$ cat config.mk
export PLATFORM = sky130hd
export DESIGN_NAME = longitudinal_actuation_monitor_core
export DESIGN_NICKNAME = d
export VERILOG_FILES = /design/src/hdl/lam_pkg.sv /design/src/hdl/lam_ram.sv /design/src/hdl/lam_div.sv /design/src/hdl/longitudinal_actuation_monitor_core.sv
export SDC_FILE = /design/constraint.sdc
export NUM_CORES = 2
export LEC_CHECK = 0
export ABC_AREA = 1
export BUFFER_PORTS_ARGS = -buffer_cell sky130_fd_sc_hd__buf_2
export CORE_MARGIN = 2
export CORE_UTILIZATION = 31
export CTS_BUF_LIST = sky130_fd_sc_hd__clkbuf_4 sky130_fd_sc_hd__clkbuf_8 sky130_fd_sc_hd__clkbuf_16
export DETAILED_ROUTE_END_ITERATION = 8
export PLACE_DENSITY = 0.52
export SETUP_SLACK_MARGIN = 0.4
export SLEW_MARGIN = 0
export SYNTH_ARGS = -nofsm -noshare
export SYNTH_HDL_FRONTEND = slang
export SYNTH_SLANG_ARGS = --single-unit
$ cat constraint.sdc
create_clock -name clk_i -period 4.2 [get_ports clk_i]
set_input_delay 0.63 -clock clk_i [delete_from_list [all_inputs] [get_ports clk_i]]
set_output_delay 0.63 -clock clk_i [all_outputs]
set_load 0.01 [all_outputs]
$ cat src/hdl/lam_pkg.sv
// Types, constants and register codes of the longitudinal actuation monitor.
package lam_pkg;

  localparam int unsigned DATA_W      = 16;
  localparam int unsigned WINDOW_DEF  = 11;
  localparam int unsigned DELAY_DEF   = 5;

  // serial divider
  localparam int unsigned DIV_W       = 24;  // dividend magnitude
  localparam int unsigned DVS_W       = 16;  // divisor magnitude
  localparam int unsigned QUO_W       = 16;
  localparam int unsigned QS_LONG     = 16;  // quotient bits for a mean
  localparam int unsigned QS_SHORT    = 11;  // quotient bits for a ratio
  localparam int unsigned CNT_W       = $clog2(QS_LONG + 1);

  // ratio format
  localparam int unsigned RATIO_W     = 12;
  localparam int unsigned RATIO_FRAC  = 8;
  localparam logic [RATIO_W-1:0] RATIO_ONE = 12'h100;
  localparam logic [RATIO_W-1:0] RATIO_MAX = 12'h7ff;
  localparam logic [RATIO_W-1:0] RATIO_MIN = 12'h800;

  // stream and config port widths
  localparam int unsigned IN_TDATA_W  = 64;
  localparam int unsigned OUT_TDATA_W = 16;
  localparam int unsigned CFG_IDX_W   = 3;
  localparam int unsigned CFG_DATA_W  = 16;

  // register reset values
  localparam logic [15:0] ACCEL_LIMIT_RST    = 16'd768;
  localparam logic [15:0] FS_ACCEL_LIMIT_RST = 16'd384;
  localparam logic [14:0] FS_SPEED_LIMIT_RST = 15'd768;
  localparam logic [14:0] BRAKE_SPEED_RST    = 15'd768;
  localparam logic [15:0] BRAKE_CMD_RST      = 16'hff00;
  localparam logic [10:0] DECAY_RATIO_RST    = 11'd179;

  typedef enum logic [CFG_IDX_W-1:0] {
    CFG_ACCEL_LIMIT    = 3'd0,
    CFG_FS_ACCEL_LIMIT = 3'd1,
    CFG_FS_SPEED_LIMIT = 3'd2,
    CFG_BRAKE_SPEED    = 3'd3,
    CFG_BRAKE_CMD      = 3'd4,
    CFG_DECAY_RATIO    = 3'd5
  } cfg_idx_e;

  typedef enum logic [3:0] {
    S_IDLE,
    S_RD_MEAS,
    S_RD_DCMD,
    S_RD_OCMD,
    S_UPDATE,
    S_MM_GO,
    S_MM_WAIT,
    S_CM_GO,
    S_CM_WAIT,
    S_EVAL,
    S_RT_GO,
    S_RT_WAIT,
    S_FIN
  } lam_state_e;

  typedef struct packed {
    logic             start;
    logic             short_div;
    logic [DIV_W-1:0] dividend;
    logic [DVS_W-1:0] divisor;
  } lam_div_req_t;

  typedef struct packed {
    logic             busy;
    logic [QUO_W-1:0] quotient;
  } lam_div_rsp_t;

endpackage

$ cat src/hdl/lam_ram.sv
// Generic simple dual-port RAM with registered read.
module lam_ram #(
  parameter int unsigned WIDTH = 32,
  parameter int unsigned DEPTH = 16
) (
  input  logic                     clk_i,
  input  logic                     we_i,
  input  logic [$clog2(DEPTH)-1:0] waddr_i,
  input  logic [WIDTH-1:0]         wdata_i,
  input  logic [$clog2(DEPTH)-1:0] raddr_i,
  output logic [WIDTH-1:0]         rdata_o
);

  logic [WIDTH-1:0] mem_q [DEPTH];
  logic [WIDTH-1:0] rdata_q;

  always_ff @(posedge clk_i) begin
    if (we_i) begin
      mem_q[waddr_i] <= wdata_i;
    end
    rdata_q <= mem_q[raddr_i];
  end

  assign rdata_o = rdata_q;

endmodule

$ cat src/hdl/lam_div.sv
// Bit-serial restoring divider on magnitudes, one quotient bit per cycle.
module lam_div
  import lam_pkg::*;
(
  input  logic         clk_i,
  input  logic         rst_ni,
  input  lam_div_req_t req_i,
  output lam_div_rsp_t rsp_o
);

  logic [DVS_W-1:0] rem_q, rem_d;
  logic [DIV_W-1:0] sh_q, sh_d;
  logic [DVS_W-1:0] dvs_q, dvs_d;
  logic [CNT_W-1:0] cnt_q, cnt_d;
  logic [DVS_W:0]   trial;
  logic [DVS_W:0]   diff;
  logic             ge;

  assign trial = {rem_q, sh_q[DIV_W-1]};
  assign diff  = trial - {1'b0, dvs_q};
  assign ge    = trial >= {1'b0, dvs_q};

  // The caller guarantees the top dividend bits are below the divisor,
  // so only the low QS_* quotient bits are developed.
  always_comb begin
    rem_d = rem_q;
    sh_d  = sh_q;
    dvs_d = dvs_q;
    cnt_d = cnt_q;
    if (req_i.start) begin
      dvs_d = req_i.divisor;
      if (req_i.short_div) begin
        rem_d = DVS_W'(req_i.dividend >> QS_SHORT);
        sh_d  = req_i.dividend << (DIV_W - QS_SHORT);
        cnt_d = CNT_W'(QS_SHORT);
      end else begin
        rem_d = DVS_W'(req_i.dividend >> QS_LONG);
        sh_d  = req_i.dividend << (DIV_W - QS_LONG);
        cnt_d = CNT_W'(QS_LONG);
      end
    end else if (cnt_q != '0) begin
      rem_d = ge ? diff[DVS_W-1:0] : trial[DVS_W-1:0];
      sh_d  = {sh_q[DIV_W-2:0], ge};
      cnt_d = cnt_q - 1'b1;
    end
  end

  always_ff @(posedge clk_i or negedge rst_ni) begin
    if (!rst_ni) begin
      cnt_q <= '0;
    end else begin
      cnt_q <= cnt_d;
    end
  end

  always_ff @(posedge clk_i) begin
    rem_q <= rem_d;
    sh_q  <= sh_d;
    dvs_q <= dvs_d;
  end

  assign rsp_o.busy     = cnt_q != '0;
  assign rsp_o.quotient = sh_q[QUO_W-1:0];

endmodule

$ cat src/hdl/longitudinal_actuation_monitor_core.sv
// Longitudinal actuation monitor: window means, abnormal flag and brake ratio.
//
//  channel | dir | handshake                     | beat
//  --------+-----+-------------------------------+------------------------------------
//  s_axis  | in  | s_axis_tvalid / s_axis_tready | one tick of gear, flags, speed, accel
//  m_axis  | out | m_axis_tvalid / m_axis_tready | abnormal, brake ratio, weak brake
//  cfg     | in  | cfg_valid_i / cfg_ready_o     | register index and value
//
// An item with a gear mismatch or auto speed off skips the history and divider steps.
// Any other item makes three history reads on the single RAM read port, then runs the
// bit-serial divider for the two means (16 + 16 steps) and for a ratio when needed (11 steps).
// Reset clears the sums and the history fill count; history RAM is not swept.
// A finished result waits in the output register; the next item may be accepted meanwhile.
module longitudinal_actuation_monitor_core
  import lam_pkg::*;
#(
  parameter int unsigned WINDOW_LEN = WINDOW_DEF,
  parameter int unsigned DELAY_LEN  = DELAY_DEF
) (
  input  logic                   clk_i,
  input  logic                   rst_ni,
  // commanded_gear[3:0], actual_gear[7:4], auto_speed[8], free_space[9],
  // speed[25:10], accel_command[41:26], accel_measured[57:42], zero[63:58]
  input  logic                   s_axis_tvalid,
  output logic                   s_axis_tready,
  input  logic [IN_TDATA_W-1:0]  s_axis_tdata,
  // abnormal[0], brake_ratio[12:1], weak_brake[13], zero[15:14]
  output logic                   m_axis_tvalid,
  input  logic                   m_axis_tready,
  output logic [OUT_TDATA_W-1:0] m_axis_tdata,
  input  logic                   cfg_valid_i,
  output logic                   cfg_ready_o,
  input  logic [CFG_IDX_W-1:0]   cfg_index_i,
  input  logic [CFG_DATA_W-1:0]  cfg_data_i
);

  localparam int unsigned CMD_LEN = WINDOW_LEN + DELAY_LEN;
  localparam int unsigned AW      = $clog2(CMD_LEN);
  localparam int unsigned FW      = $clog2(CMD_LEN + 1);
  localparam int unsigned SUM_W   = DATA_W + $clog2(WINDOW_LEN);
  localparam int unsigned MEM_W   = 2 * DATA_W;

  lam_state_e state_q, state_d;

  // configuration
  logic [15:0] acc_lim_q, fs_acc_lim_q, brake_cmd_q;
  logic [14:0] fs_spd_lim_q, brake_spd_q;
  logic [10:0] decay_q;

  // history bookkeeping
  logic [SUM_W-1:0] msum_q, csum_q;
  logic [AW-1:0]    wp_q;
  logic [FW-1:0]    fill_q;

  // item and intermediate values
  logic [DATA_W-1:0]  speed_q, acmd_q, ameas_q;
  logic               fs_q, zero_q;
  logic [DATA_W-1:0]  meas_old_q, dcmd_q;
  logic [DATA_W-1:0]  mmean_q, cmean_q;
  logic               abn_q;
  logic [RATIO_W-1:0] ratio_q;

  logic                   out_valid_q;
  logic [OUT_TDATA_W-1:0] out_data_q;

  // RAM
  logic             mem_we;
  logic [AW-1:0]    mem_raddr;
  logic [MEM_W-1:0] mem_rdata;

  lam_div_req_t div_req;
  lam_div_rsp_t div_rsp;

  // input decode
  logic in_acc, in_zero;
  assign in_acc  = s_axis_tvalid && s_axis_tready;
  assign in_zero = (s_axis_tdata[3:0] != s_axis_tdata[7:4]) || !s_axis_tdata[8];

  // addresses of the entries written WINDOW_LEN (addr_w) and DELAY_LEN (addr_d) ticks back
  logic [AW:0]   addr_w_sum, addr_d_sum;
  logic [AW-1:0] addr_w, addr_d;
  assign addr_w_sum = {1'b0, wp_q} + (AW + 1)'(DELAY_LEN);
  assign addr_d_sum = {1'b0, wp_q} + (AW + 1)'(WINDOW_LEN);
  assign addr_w = (addr_w_sum >= (AW + 1)'(CMD_LEN)) ? AW'(addr_w_sum - (AW + 1)'(CMD_LEN))
                                                     : AW'(addr_w_sum);
  assign addr_d = (addr_d_sum >= (AW + 1)'(CMD_LEN)) ? AW'(addr_d_sum - (AW + 1)'(CMD_LEN))
                                                     : AW'(addr_d_sum);

  // entries older than the fill count read as zero
  logic          meas_old_ok, dcmd_ok, ocmd_ok;
  logic [DATA_W-1:0] ocmd;
  assign meas_old_ok = fill_q >= FW'(WINDOW_LEN);
  assign dcmd_ok     = fill_q >= FW'(DELAY_LEN);
  assign ocmd_ok     = fill_q == FW'(CMD_LEN);
  assign ocmd        = ocmd_ok ? mem_rdata[MEM_W-1:DATA_W] : '0;

  // sum magnitudes and signs
  logic [SUM_W-1:0] msum_mag, csum_mag;
  assign msum_mag = msum_q[SUM_W-1] ? (~msum_q + 1'b1) : msum_q;
  assign csum_mag = csum_q[SUM_W-1] ? (~csum_q + 1'b1) : csum_q;

  logic [QUO_W-1:0]   q_neg;
  logic [RATIO_W-1:0] q12, q12_neg;
  assign q_neg   = ~div_rsp.quotient + 1'b1;
  assign q12     = div_rsp.quotient[RATIO_W-1:0];
  assign q12_neg = ~q12 + 1'b1;

  // evaluation on the two means
  logic [DATA_W-1:0] spd_mag, mmag, cmag;
  logic              need_ratio, cmd_zero, sat_big, ratio_neg, abn_now;
  assign spd_mag    = speed_q[DATA_W-1] ? (~speed_q + 1'b1) : speed_q;
  assign mmag       = mmean_q[DATA_W-1] ? (~mmean_q + 1'b1) : mmean_q;
  assign cmag       = cmean_q[DATA_W-1] ? (~cmean_q + 1'b1) : cmean_q;
  assign need_ratio = (spd_mag > {1'b0, brake_spd_q}) &&
                      ($signed(cmean_q) < $signed(brake_cmd_q));
  assign cmd_zero   = cmean_q == '0;
  // quotient magnitude of at least 2048 saturates without dividing
  assign sat_big    = {3'b000, mmag} >= {cmag, 3'b000};
  assign ratio_neg  = mmean_q[DATA_W-1] ^ cmean_q[DATA_W-1];
  assign abn_now    = ($signed(mmean_q) >= $signed(acc_lim_q)) ||
                      (fs_q && (($signed(mmean_q) >= $signed(fs_acc_lim_q)) ||
                                (spd_mag >= {1'b0, fs_spd_lim_q})));

  logic out_free, out_load, weak_now;
  assign out_free = !out_valid_q || m_axis_tready;
  assign weak_now = !zero_q &&
                    ($signed({ratio_q[RATIO_W-1], ratio_q}) < $signed({2'b00, decay_q}));

  // next state
  always_comb begin
    state_d = state_q;
    unique case (state_q)
      S_IDLE:    if (in_acc) state_d = in_zero ? S_FIN : S_RD_MEAS;
      S_RD_MEAS: state_d = S_RD_DCMD;
      S_RD_DCMD: state_d = S_RD_OCMD;
      S_RD_OCMD: state_d = S_UPDATE;
      S_UPDATE:  state_d = S_MM_GO;
      S_MM_GO:   state_d = S_MM_WAIT;
      S_MM_WAIT: if (!div_rsp.busy) state_d = S_CM_GO;
      S_CM_GO:   state_d = S_CM_WAIT;
      S_CM_WAIT: if (!div_rsp.busy) state_d = S_EVAL;
      S_EVAL:    state_d = (need_ratio && !cmd_zero && !sat_big) ? S_RT_GO : S_FIN;
      S_RT_GO:   state_d = S_RT_WAIT;
      S_RT_WAIT: if (!div_rsp.busy) state_d = S_FIN;
      S_FIN:     if (out_free) state_d = S_IDLE;
      default:   state_d = S_IDLE;
    endcase
  end

  // control outputs
  always_comb begin
    s_axis_tready     = 1'b0;
    mem_raddr         = wp_q;
    mem_we            = 1'b0;
    out_load          = 1'b0;
    div_req.start     = 1'b0;
    div_req.short_div = 1'b0;
    div_req.dividend  = DIV_W'(msum_mag);
    div_req.divisor   = DVS_W'(WINDOW_LEN);
    unique case (state_q)
      S_IDLE:    s_axis_tready = 1'b1;
      S_RD_MEAS: mem_raddr = addr_w;
      S_RD_DCMD: mem_raddr = addr_d;
      S_UPDATE:  mem_we = 1'b1;
      S_MM_GO:   div_req.start = 1'b1;
      S_CM_GO: begin
        div_req.start    = 1'b1;
        div_req.dividend = DIV_W'(csum_mag);
      end
      S_RT_GO: begin
        div_req.start     = 1'b1;
        div_req.short_div = 1'b1;
        div_req.dividend  = DIV_W'({mmag, {RATIO_FRAC{1'b0}}});
        div_req.divisor   = cmag;
      end
      S_FIN:     out_load = out_free;
      default: ;
    endcase
  end

  lam_ram #(
    .WIDTH (MEM_W),
    .DEPTH (CMD_LEN)
  ) u_hist_ram (
    .clk_i   (clk_i),
    .we_i    (mem_we),
    .waddr_i (wp_q),
    .wdata_i ({acmd_q, ameas_q}),
    .raddr_i (mem_raddr),
    .rdata_o (mem_rdata)
  );

  lam_div u_div (
    .clk_i  (clk_i),
    .rst_ni (rst_ni),
    .req_i  (div_req),
    .rsp_o  (div_rsp)
  );

  // control state, configuration and history bookkeeping
  always_ff @(posedge clk_i or negedge rst_ni) begin
    if (!rst_ni) begin
      state_q      <= S_IDLE;
      out_valid_q  <= 1'b0;
      acc_lim_q    <= ACCEL_LIMIT_RST;
      fs_acc_lim_q <= FS_ACCEL_LIMIT_RST;
      fs_spd_lim_q <= FS_SPEED_LIMIT_RST;
      brake_spd_q  <= BRAKE_SPEED_RST;
      brake_cmd_q  <= BRAKE_CMD_RST;
      decay_q      <= DECAY_RATIO_RST;
      msum_q       <= '0;
      csum_q       <= '0;
      wp_q         <= '0;
      fill_q       <= '0;
    end else begin
      state_q <= state_d;
      if (out_load) begin
        out_valid_q <= 1'b1;
      end else if (m_axis_tready) begin
        out_valid_q <= 1'b0;
      end
      if (cfg_valid_i) begin
        unique case (cfg_index_i)
          CFG_ACCEL_LIMIT:    acc_lim_q    <= cfg_data_i;
          CFG_FS_ACCEL_LIMIT: fs_acc_lim_q <= cfg_data_i;
          CFG_FS_SPEED_LIMIT: fs_spd_lim_q <= cfg_data_i[14:0];
          CFG_BRAKE_SPEED:    brake_spd_q  <= cfg_data_i[14:0];
          CFG_BRAKE_CMD:      brake_cmd_q  <= cfg_data_i;
          CFG_DECAY_RATIO:    decay_q      <= cfg_data_i[10:0];
          default: ;
        endcase
      end
      if (in_acc && in_zero) begin
        msum_q <= '0;
        csum_q <= '0;
        fill_q <= '0;
      end
      if (state_q == S_UPDATE) begin
        msum_q <= msum_q + SUM_W'($signed(ameas_q)) - SUM_W'($signed(meas_old_q));
        csum_q <= csum_q + SUM_W'($signed(dcmd_q)) - SUM_W'($signed(ocmd));
        wp_q   <= (wp_q == AW'(CMD_LEN - 1)) ? '0 : wp_q + 1'b1;
        if (!ocmd_ok) begin
          fill_q <= fill_q + 1'b1;
        end
      end
    end
  end

  // payload
  always_ff @(posedge clk_i) begin
    if (in_acc) begin
      fs_q    <= s_axis_tdata[9];
      speed_q <= s_axis_tdata[25:10];
      acmd_q  <= s_axis_tdata[41:26];
      ameas_q <= s_axis_tdata[57:42];
      zero_q  <= in_zero;
      abn_q   <= 1'b0;
      ratio_q <= '0;
    end
    if (state_q == S_RD_DCMD) begin
      meas_old_q <= meas_old_ok ? mem_rdata[DATA_W-1:0] : '0;
    end
    if (state_q == S_RD_OCMD) begin
      dcmd_q <= dcmd_ok ? mem_rdata[MEM_W-1:DATA_W] : '0;
    end
    if (state_q == S_MM_WAIT && !div_rsp.busy) begin
      mmean_q <= msum_q[SUM_W-1] ? q_neg : div_rsp.quotient;
    end
    if (state_q == S_CM_WAIT && !div_rsp.busy) begin
      cmean_q <= csum_q[SUM_W-1] ? q_neg : div_rsp.quotient;
    end
    if (state_q == S_EVAL) begin
      abn_q <= abn_now;
      if (!need_ratio) begin
        ratio_q <= RATIO_ONE;
      end else if (cmd_zero) begin
        // sign of the measured mean alone
        if (mmean_q == '0) begin
          ratio_q <= '0;
        end else begin
          ratio_q <= mmean_q[DATA_W-1] ? RATIO_MIN : RATIO_MAX;
        end
      end else if (sat_big) begin
        ratio_q <= ratio_neg ? RATIO_MIN : RATIO_MAX;
      end
    end
    if (state_q == S_RT_WAIT && !div_rsp.busy) begin
      ratio_q <= ratio_neg ? q12_neg : q12;
    end
    if (out_load) begin
      out_data_q <= {2'b00, weak_now, ratio_q, abn_q};
    end
  end

  assign m_axis_tvalid = out_valid_q;
  assign m_axis_tdata  = out_data_q;
  assign cfg_ready_o   = 1'b1;

endmodule

==> metrics.md <==
| Metric | Value |
|---|---|
| Status | complete, but fails checks |
| Violations in the final reports | negative hold slack |
| Leakage power | 19.3 nW |
| Worst hold-check path type | primary input to asynchronous set/reset pin |
| Floorplan Core Area | 0.137 mm² |
| Number of failing hold endpoints at the final stage | 7 |
| Most used DFF post-synth | edfxtp_1 |
| DR DRC count | 0 |
| Yosys top cell area share | 0.487 |
| Clock latency of the later-clocked register in the worst-skew pair | 730 ps |
| Share of total power in the clock network | 0.247 |
| Number of clock sinks seen by CTS | 889 |
| Clk buf depth | 3 |
| Layout overhead on the synthesized area | 14.6% |
| Critical Path RT | 4720 ps |
| Via count of the first global-routing pass | 29.4k |
| Seq. cell area | roughly 0.026 mm² |
| Area of the die | 0.142 mm² |
| Max cap viols | 0 |
| Vias per std cell | 4.92 |
| Number of CTS-inserted buffers | 97 |
| Switching component of the power | approximately 15 mW |
| CP startpoint kind | flip-flop |
| Number of violations reported at the end of detailed-routing iteration 0 | around 2.3k |
| Ports placed on the boundary | 107 |
| Global-route wire length before repair | 177 mm |
| Final Cycle Share | 0.880 |
| Arrival time reported for the critical path endpoint | roughly 4200 ps |
| Leading cell types by total area after synthesis | edfxtp_1 (49%), dfrtp_1 (7.4%), o21ai_0 (5.3%), ha_1 (5.0%), nand2_1 (4.9%) |
| Yosys warns | 0 |
| Number of nets at the end of the flow | 4587 |
| Root Buffer | clkbuf_16 |
| Post-DP HPWL | 74.2 mm |
| Mapped Cells | 4187 |
| Number of detailed-route iterations in the first pass | 7 |
| Max Clock Freq | 0.271 GHz |
| H-tree depth | 3 |
| Count of final setup violators | 0 |
| Cell area power density | 737 mW/mm² |
| Clock transition at the registers of the reported paths | 60 ps |
| Library cell occupying the most area in the post-synthesis netlist | edfxtp_1 |
| Largest voltage drop on the vdd net | about 0.99 mV |
| Multi-input gate area in the final layout | between 0.015 and 0.02 mm² |
| Logic gate share of total power | 0.420 |
| Critical Setup Path Class | flip-flop to flip-flop |
| Ratio of cells with drive above 1 in the final layout | 0.0961 |
| Site row count | around 140 |
| Distinct cell type count after synthesis | 56 |
| Maximum number of pins on one net before global-route repair | 163 |
| Detail Route Antenna Nets | 0 |
| Post-synthesis cell area | 0.0430 mm² |
| Proportion of register bits with asynchronous set or reset after synthesis | 0.166 |
| Share of total power in sequential cells | 0.333 |
| Crit. End Element | flip-flop |
| Number of antenna violations at the first check in global routing | 2 |
| Count of vias placed by the detailed router | 30.3k |
| Final-layout setup total negative slack | 0 ps |
| Number of fill cells | 13.7k |
| Unrepaired setup endpoints after global routing | true |
| Total placed instance area | 0.0458 mm² |
| Die extent in y | 376 µm |
| Switching fraction of total power | 0.410 |
| Sequential-to-total area share from yosys stat | 0.594 |
| Post-synth EDFFs | 697 |
| Width of the die | 376 µm |
| Final wirelength | 117 mm |
| Final hold slack | -17.0 ps |
| Most frequent cells in the layout | edfxtp_1 (697), nand2_1 (561), nor2_1 (521), inv_1 (462), o21ai_0 (450) |
| Clock tree from TritonCTS | yes |
| Cell internal pwr | 21.4 mW |
| Initial Utilization | 0.313 |
| Worst clock skew on the final layout | 63.3 ps |
| Number of max-slew violations in the final report | 0 |
| Total Routing Usage GR | 0.163 |
| Minimum clock period | about 3700 ps |
| Gr ovfl total | 0 |
| Diode count | 0 |
| Wire length per cell | 18.9 µm |
| Count of cells along the worst register-to-register path | 14 |
| Final Instance Area | around 0.049 mm² |
| Worst slew margin relative to its limit | 0.250 |
| Gp weighted congestion | a little under 0.9 |
| Register bit total from synthesis | 889 |
| Highest net fanout along the worst path | 18 |
| Buffers added on ports | 97 |
| Total Power | about 36 mW |
| Leading cell type in the layout, fill and taps excluded | edfxtp_1 |
| Slew of the pin with the lowest slew margin | 1120 ps |
| Per-instance average area after synthesis | 10.3 µm² |
## sequential cells by signal, summed over array words and instances (netlist names), 20 cells and up
signal and cells:
csum_q 20, msum_q 20, u_div.sh_q 24, u_hist_ram.mem_q 512
u_hist_ram.rdata_o 32
## layout make-up
class / instances / area share
Tap cell: 1794 / 0.0456
Clock buffer: 139 / 0.0577
Inverter: 477 / 0.0366
Sequential cell: 889 / 0.518
Multi-Input combinational cell: 2650 / 0.306
Clock inverter: 44 / 0.0114
Timing Repair Buffer: 171 / 0.0243
## what timing repair did
item,4_1_cts,5_1_grt
resized for setup,0,13
setup endpoints to repair,0,19
setup buffers,0,0
endpoints found under the hold margin,0,0
hold buffers,0,0
## routing by layer
layer	wire (µm)	vias up	global-route usage
met5	0	-	0
met1	53800	14900	0.222
met3	4700	143	0.0215
li1	-	14700	-
met2	55600	608	0.272
met4	2560	0	0.0429
## cells by family after synthesis
logic type,Yosys count,synth area share
buffers and inverters,649,0.0606
other,2,0.000175
flip-flops,889,0.594
XOR/XNOR,95,0.0194
AND/OR/NAND/NOR,1296,0.121
adder cells (fa/ha/maj),213,0.0690
AO/OA/AOI/OAI,1043,0.136
## path summary, 6_finish.rpt
check | slack [ps] | from | to
max reg2reg | 510 | fill_q[0] | csum_q[19]
max | 510 | fill_q[0] | csum_q[19]
min in group clk_i | 70 | s_axis_tdata[35] | acmd_q[9]
min | -20 | rst_ni | fs_spd_lim_q[1]
max in group asynchronous | 3240 | rst_ni | msum_q[14]
min reg2reg | 460 | abn_q | m_axis_tdata[0]
## cells in the mapped netlist, types with 57 or more instances
cell type	count
edfxtp_1	697
nor2_1	538
inv_1	463
xor2_1	63
buf_2	93
clkbuf_1	65
o211ai_1	57
dfrtp_1	127
nand3_1	103
nand2_1	562
o21ai_1	150
o22ai_1	111
ha_1	173
a21oi_1	175
o21ai_0	451
## metrics by stage
step | utilization | cells | setup slack (ps)
CTS | 0.358 | 6164 | 479
detailed placement | 0.333 | 5981 | 490
finish | 0.358 | 6164 | 505
global placement | 0.333 | 5981 | 519
floorplan | - | 4188 | 1040
global route | 0.358 | 6164 | 212
## power groups by stage
stage	Clock [mW]	Sequential [mW]	Combinational [mW]
2_1_floorplan	0	11.9	11.1
3_3_place_gp	0	12.2	15.1
3_5_place_dp	0	12.3	15.2
4_1_cts	9.16	12.1	15.3
5_1_grt	9.48	12.2	17.3
6_report	8.96	12.1	15.3
## worst max-delay path, cell delays in order (launching register included)
cell	delay [ps]
dfrtp_1	430
inv_1	100
ha_1	150
nand4_1	110
buf_4	230
nor2_1	550
fa_1	530
inv_1	80
ha_1	200
nand2_1	120
nor4_1	400
nand4_1	180
a31o_2	280
nand3_1	50
o21ai_0	70
No activity file was read; power rests on OpenSTA's default activity.
